### src/rtl/core/page_frame_allocator_core_assert.svh
// Assertion macros for the page frame allocator core.
`ifndef PAGE_FRAME_ALLOCATOR_CORE_ASSERT_SVH
`define PAGE_FRAME_ALLOCATOR_CORE_ASSERT_SVH
`ifndef NO_ASSERTIONS
`define PFA_ASSERT(lbl, cond, msg) \
    lbl: assert property (@(posedge i_clk) disable iff (!i_rst_n) (cond)) else $error(msg);
`define PFA_ASSERT_IMPL(lbl, ante, cons, msg) \
    lbl: assert property (@(posedge i_clk) disable iff (!i_rst_n) (ante) |-> (cons)) \
        else $error(msg);
`else
`define PFA_ASSERT(lbl, cond, msg)
`define PFA_ASSERT_IMPL(lbl, ante, cons, msg)
`endif
`endif

### src/rtl/core/pfa_ram.sv
// Generic simple dual-port RAM with one write port and a registered read port.
module pfa_ram #(
    parameter int unsigned WIDTH = 8,
    parameter int unsigned DEPTH = 256,
    localparam int unsigned AW   = $clog2(DEPTH)
) (
    input  logic             i_clk,
    input  logic             i_we,
    input  logic [AW-1:0]    i_waddr,
    input  logic [WIDTH-1:0] i_wdata,
    input  logic [AW-1:0]    i_raddr,
    output logic [WIDTH-1:0] o_rdata
);
    logic [WIDTH-1:0] r_mem [DEPTH];

    always_ff @(posedge i_clk) begin
        if (i_we) begin
            r_mem[i_waddr] <= i_wdata;
        end
        o_rdata <= r_mem[i_raddr];
    end
endmodule

### config.mk
export PLATFORM = sky130hd
export DESIGN_NAME = pfa_ram
export DESIGN_NICKNAME = d
export VERILOG_FILES = /design/src/rtl/core/page_frame_allocator_core_assert.svh /design/src/rtl/core/pfa_ram.sv
export SDC_FILE = /design/constraint.sdc
export NUM_CORES = 2
export LEC_CHECK = 0
export BUFFER_PORTS_ARGS = -buffer_cell sky130_fd_sc_hd__buf_2
export CORE_MARGIN = 3
export CORE_UTILIZATION = 54
export CTS_CLUSTER_DIAMETER = 120
export CTS_CLUSTER_SIZE = 40
export DETAILED_ROUTE_END_ITERATION = 10
export HOLD_SLACK_MARGIN = 0.15
export PLACE_DENSITY = 0.69
export SLEW_MARGIN = 10
export SYNTH_ARGS = -nofsm -noshare
export SYNTH_HDL_FRONTEND = slang
export SYNTH_SLANG_ARGS = --single-unit
### constraint.sdc
create_clock -name i_clk -period 2.3 [get_ports i_clk]
set_input_delay 0.115 -clock i_clk [delete_from_list [all_inputs] [get_ports i_clk]]
set_output_delay 0.115 -clock i_clk [all_outputs]
set_load 0.005 [all_outputs]
== Yosys cells after proc, flatten, opt, wreduce, memory -nomap -nowiden ==
Memory sizes are Yosys's and may differ from the RTL's. A register that Yosys moved wholly into a read port is not among the register bits.
Index checks and enable logic that the tools add are counted.

* Multiplexer cells: 2

{| class="wikitable"
|+ Operators with widths
! kind !! count
|-
| $mux W1 || 2
|}

* Register bits after elaboration: 0
* Memory bits (writable): 2048
* Input port bits: 26
* Word-level logic and storage cells: 3
* Memories: 1

{| class="wikitable"
|+ Memories
! memory !! words !! width !! read ports !! clocked after Yosys merged registers in !! wr ports !! RTL line !! RTL
|-
| r_mem || 256 || 8 || 1 || 1 || 1 || pfa_ram.sv:14 || <nowiki>logic [WIDTH-1:0] r_mem [DEPTH];</nowiki>
|}

== Logic depth before layout (Yosys ltp) ==
* Depth in word-level cells: 2
* Mapped depth: 11

== Least setup slack after synthesis ==
No wires, ideal clock.

* Path type: input-to-reg
* From: input i_raddr[0]
* To: register o_rdata[2] (read register of r_mem)
* Setup time: 0.131 ns
* Data arrival time: 1.922 ns
* Data required time: 2.169 ns
* Setup slack: 0.247 ns
* Cell stages on the path: 9
* Cells stage by stage: buf_6 buf_12 buf_8 buf_2 mux4_2 a22oi_1 a21oi_1 nor4_1 nor4_2

{| class="wikitable"
|+ RTL lines
! item !! RTL line !! RTL
|-
| from (decl) || pfa_ram.sv:11 || <nowiki>input logic [AW-1:0] i_raddr,</nowiki>
|-
| to (decl) || pfa_ram.sv:12 || <nowiki>output logic [WIDTH-1:0] o_rdata</nowiki>
|}

==> key figures <==
Run status
  – Status: completed

Synthesis
  – Simple-Gate Fraction of Synth Area: between 2 and 3%
  – Syn Inst Count: approximately 3,700
  – Largest family of logic cells by synthesized area: multiplexers
  – Sequential share of the synthesized area: between 70% and 80%
  – Mux contribution to synthesized area: between 10 and 15%
  – Mean Syn Cell Area: between 20 and 25 um2
  – Cell variety after synth: 55
  – Area of the mapped netlist: around 80,000 um2
  – EDFF count, synth: a little over 2,000
  – Syn Nets: 3,759
  – FF+latch count, synth: around 2,000
  – Post-Synth Adder-Cell Area: 0%
  – Async SR Flop Fraction: 0%
  – Most common flop cell mapped by yosys: edfxtp_1
  – XOR/XNOR share of the synthesized area: 0%
  – Count of warnings emitted by yosys: 0
  – Synth Area in Compound Gates: under 10%

Routing
  – Avg WL per Cell: 30.2 um
  – Vias per inst: roughly 6.4
  – Routed WL: about 190,000 um
  – DR iter-0 viols: between 5,000 and 6,000
  – Vias: 40,095
  – Final ANT Viol Nets: 0
  – DRC violation count after routing: 0
  – Pre-antenna DRT Iters: 7

CTS
  – Clk_lat worst skew: approximately 740 ps
  – Clk pin slew, worst setup/hold paths: about 140 ps
  – CTS tree: built
  – H-Tree Depth: 2
  – Total CTS buffers: 57
  – Clock sinks: 2,056
  – Clock Root Buffer: clkbuf_16
  – Maximum clock path buffer count: 3

GRT
  – Busiest layer in global routing: met2
  – Total gr overflow: 0
  – Vias in the first global route: 39,618
  – Initial antenna violation count: 5
  – Largest net degree at the start of global routing: about 100
  – Met3 GRT Util: under 10%
  – Grt met1 use: between 30% and 40%
  – Grt met2 use: 39.1%
  – First-pass GRT wire length: roughly 280,000 um
  – GR Util All Layers: around 25%

Timing
  – Number of max-slew violations in the final report: 0
  – Final Setup Violations: 0
  – Final worst-path setup slack: roughly 26 ps
  – Final-report hold violation count: 0
  – RSZ-0062 raised after global routing: yes
  – Setup TNS: 0 ps
  – Post-Route Skew: between 20 and 30 ps
  – Max Clock Freq: about 0.44 GHz
  – Final period util: a little over nine tenths
  – Slew @ Worst Pin: roughly 930 ps
  – Min Clock Period, post-route: between 2000 and 2500 ps
  – Slew margin rel.: around two fifths

Setup path
  – Worst setup endpoint: o_rdata[2]
  – Crit path buf inv count: 2
  – Critical-path top delay cell: mux4_2
  – Worst EP arrival: just under 3000 ps
  – Max Fanout on Critical Path: 1
  – Worst R2R Start: r_mem[66][2]
  – Critical Path Source Type: register
  – Worst setup startpoint: r_mem[66][2]
  – Critical path required time: 2960 ps
  – Cell count of the worst reg-to-reg path: 7
  – Slowest stage delay, CP: between 500 and 600 ps
  – Crit path max-delay family: multiplexers
  – Crit path cell chain: mux4_2, mux4_2, nor2b_4, nor4_4, buf_4, nor4_2, buf_4
  – WS Path Type: register to register
  – Crit end category: register
  – WP depth: 7
  – R2R setup slack: between 20 and 30 ps
  – Critical R2R Capture: o_rdata[2]

Die
  – Die width: approximately 390 um
  – Core box area: roughly 150,000 um2
  – # rows: 140
  – Chip height: a little under 400 um
  – Die Area: 152,000 um2
  – Initial Utilization: around 55%
  – I/O pin cnt: 34

Finish
  – Fillers: roughly 10,000
  – Final nets: 4,328
  – Area delta synth->final: 12.0%
  – Share of layout cells above drive strength 1: roughly 30%

Power
  – P per Cell Area: around 700 nW/um2
  – VDD IR max: approximately 1.1 mV
  – Leak pwr: between 0.02 and 0.03 uW
  – Final Power: 60,600 uW

Flow run
  – Maximum Capacitance Violations: 0

Worst hold path
  – Hold Path Origin: i_wdata[0]
  – Hold crit path type: input port to register

Place
  – Dpl hpwl: 124,000 um
  – Pre-CTS setup slack: -707 ps
  – Global placer's final weighted congestion: 0.881
  – IO Port Bufs: 33
-- cells in the mapped netlist, drive strengths merged (12+ instances only) --
library cell	n	area share [%]
a211oi	16	0.15
a21oi	96	0.60
a221oi	14	0.16
a22oi	133	1.3
buf	122	1.3
clkbuf	111	0.52
edfxtp	2048	77
mux2i	134	1.7
mux4	456	13
nand2	33	0.16
nand3	34	0.21
nor2	282	1.3
nor2b	31	0.24
nor3	22	0.14
nor4	27	0.24
o21ai	12	0.075
o221ai	47	0.53
o22ai	28	0.22
-- worst reg2reg max path, delay by kind of cell (launching register included) --
family	cells	cell delay, ps
buffers and inverters	2	300
flip-flops	1	400
multiplexers	2	1030
AND/OR/NAND/NOR	3	480
-- where the power goes --
part	leakage, uW	switching, uW	internal (uW)
logic	0.00896	2540	1800
clock network	0.000765	10100	4820
registers	0.0185	82.6	41200
total	0.0282	12700	47900
-- cell usage in the layout, fill, tap and decap left out, types with 7 or more instances in the layout --
cell,instances
nand2b_1,7
o221ai_1,45
dfxtp_1,8
a21oi_1,96
dlygate4sd3_1,18
nor2_1,276
nand3_1,32
buf_2,22
buf_4,611
nand4_1,10
nor4_1,16
clkbuf_1,24
edfxtp_1,2048
a22o_1,8
a211oi_1,15
nor3_1,16
clkbuf_16,57
buf_12,82
o22ai_1,28
nor4_2,9
nor2b_1,26
mux2i_1,134
a22oi_1,132
o21ai_0,9
o211ai_1,10
mux4_2,455
nand2_1,33
buf_8,7
a221oi_1,7
-- per-layer routing --
| metal | part of all wire, % | vias to the layer above |
|---|---|---|
| li1 | - | 16646 |
| met1 | 40 | 21366 |
| met2 | 48 | 1880 |
| met3 | 9.3 | 203 |
| met4 | 2.3 | 0 |
| met5 | 0 | - |
-- how the worst min path moves through the flow --
stage | to | slack [ps] | cells after the start
2_1_floorplan | r_mem[0][0] | 210 | 0
3_3_place_gp | r_mem[227][0] | 420 | 1
3_5_place_dp | r_mem[227][0] | 420 | 1
4_1_cts | r_mem[227][0] | 190 | 2
5_1_grt | r_mem[227][0] | 220 | 2
6_report | r_mem[231][0] | 240 | 2
-- flip-flops by register name (all words and copies together), names as in the netlist --
register,count
o_rdata,8
r_mem,2048
-- cells by family (layout without fill, tap and decap cells) --
family                 count (synthesis)  in the layout
DFF                                 2056           2056
muxes                                591            591
and+or+nand+nor                      466            466
AOI/OAI and AO/OA                    385            385
buffers and inverters                235            831
other                                  0              3
-- what timing repair did --
item                        CTS  global route
setup buffers                 0             0
setup endpoints to repair     8             8
pin swaps                     2             9
hold buffers                 18             0
resized for setup            17            34
hold endpoints to repair   1874             0
-- stage by stage --
stage                     std cells  hold WS [ps]  area [um2]  utilization, %
after floorplan                3733           214       79600               -
after global placement         6143           417       87100            59.7
after detailed placement       6143           416       87100            59.7
after CTS                      6247           192       88900            60.9
after global routing           6247           217       89100            61.1
final                          6249           238       89100            61.1
-- layout make-up --
class | count | area, um2 | share of cell area (%)
Antenna cell | 3 | 7.51 | 0.00843
Clock buffer | 81 | 1520 | 1.70
Clock inverter | 5 | 72.6 | 0.0814
Inverter | 2 | 7.51 | 0.00843
Multi-Input combinational cell | 1442 | 16800 | 18.8
Sequential cell | 2056 | 61700 | 69.2
Tap cell | 1917 | 2400 | 2.69
Timing Repair Buffer | 743 | 6670 | 7.48
Power figures use the tool's default switching activity.
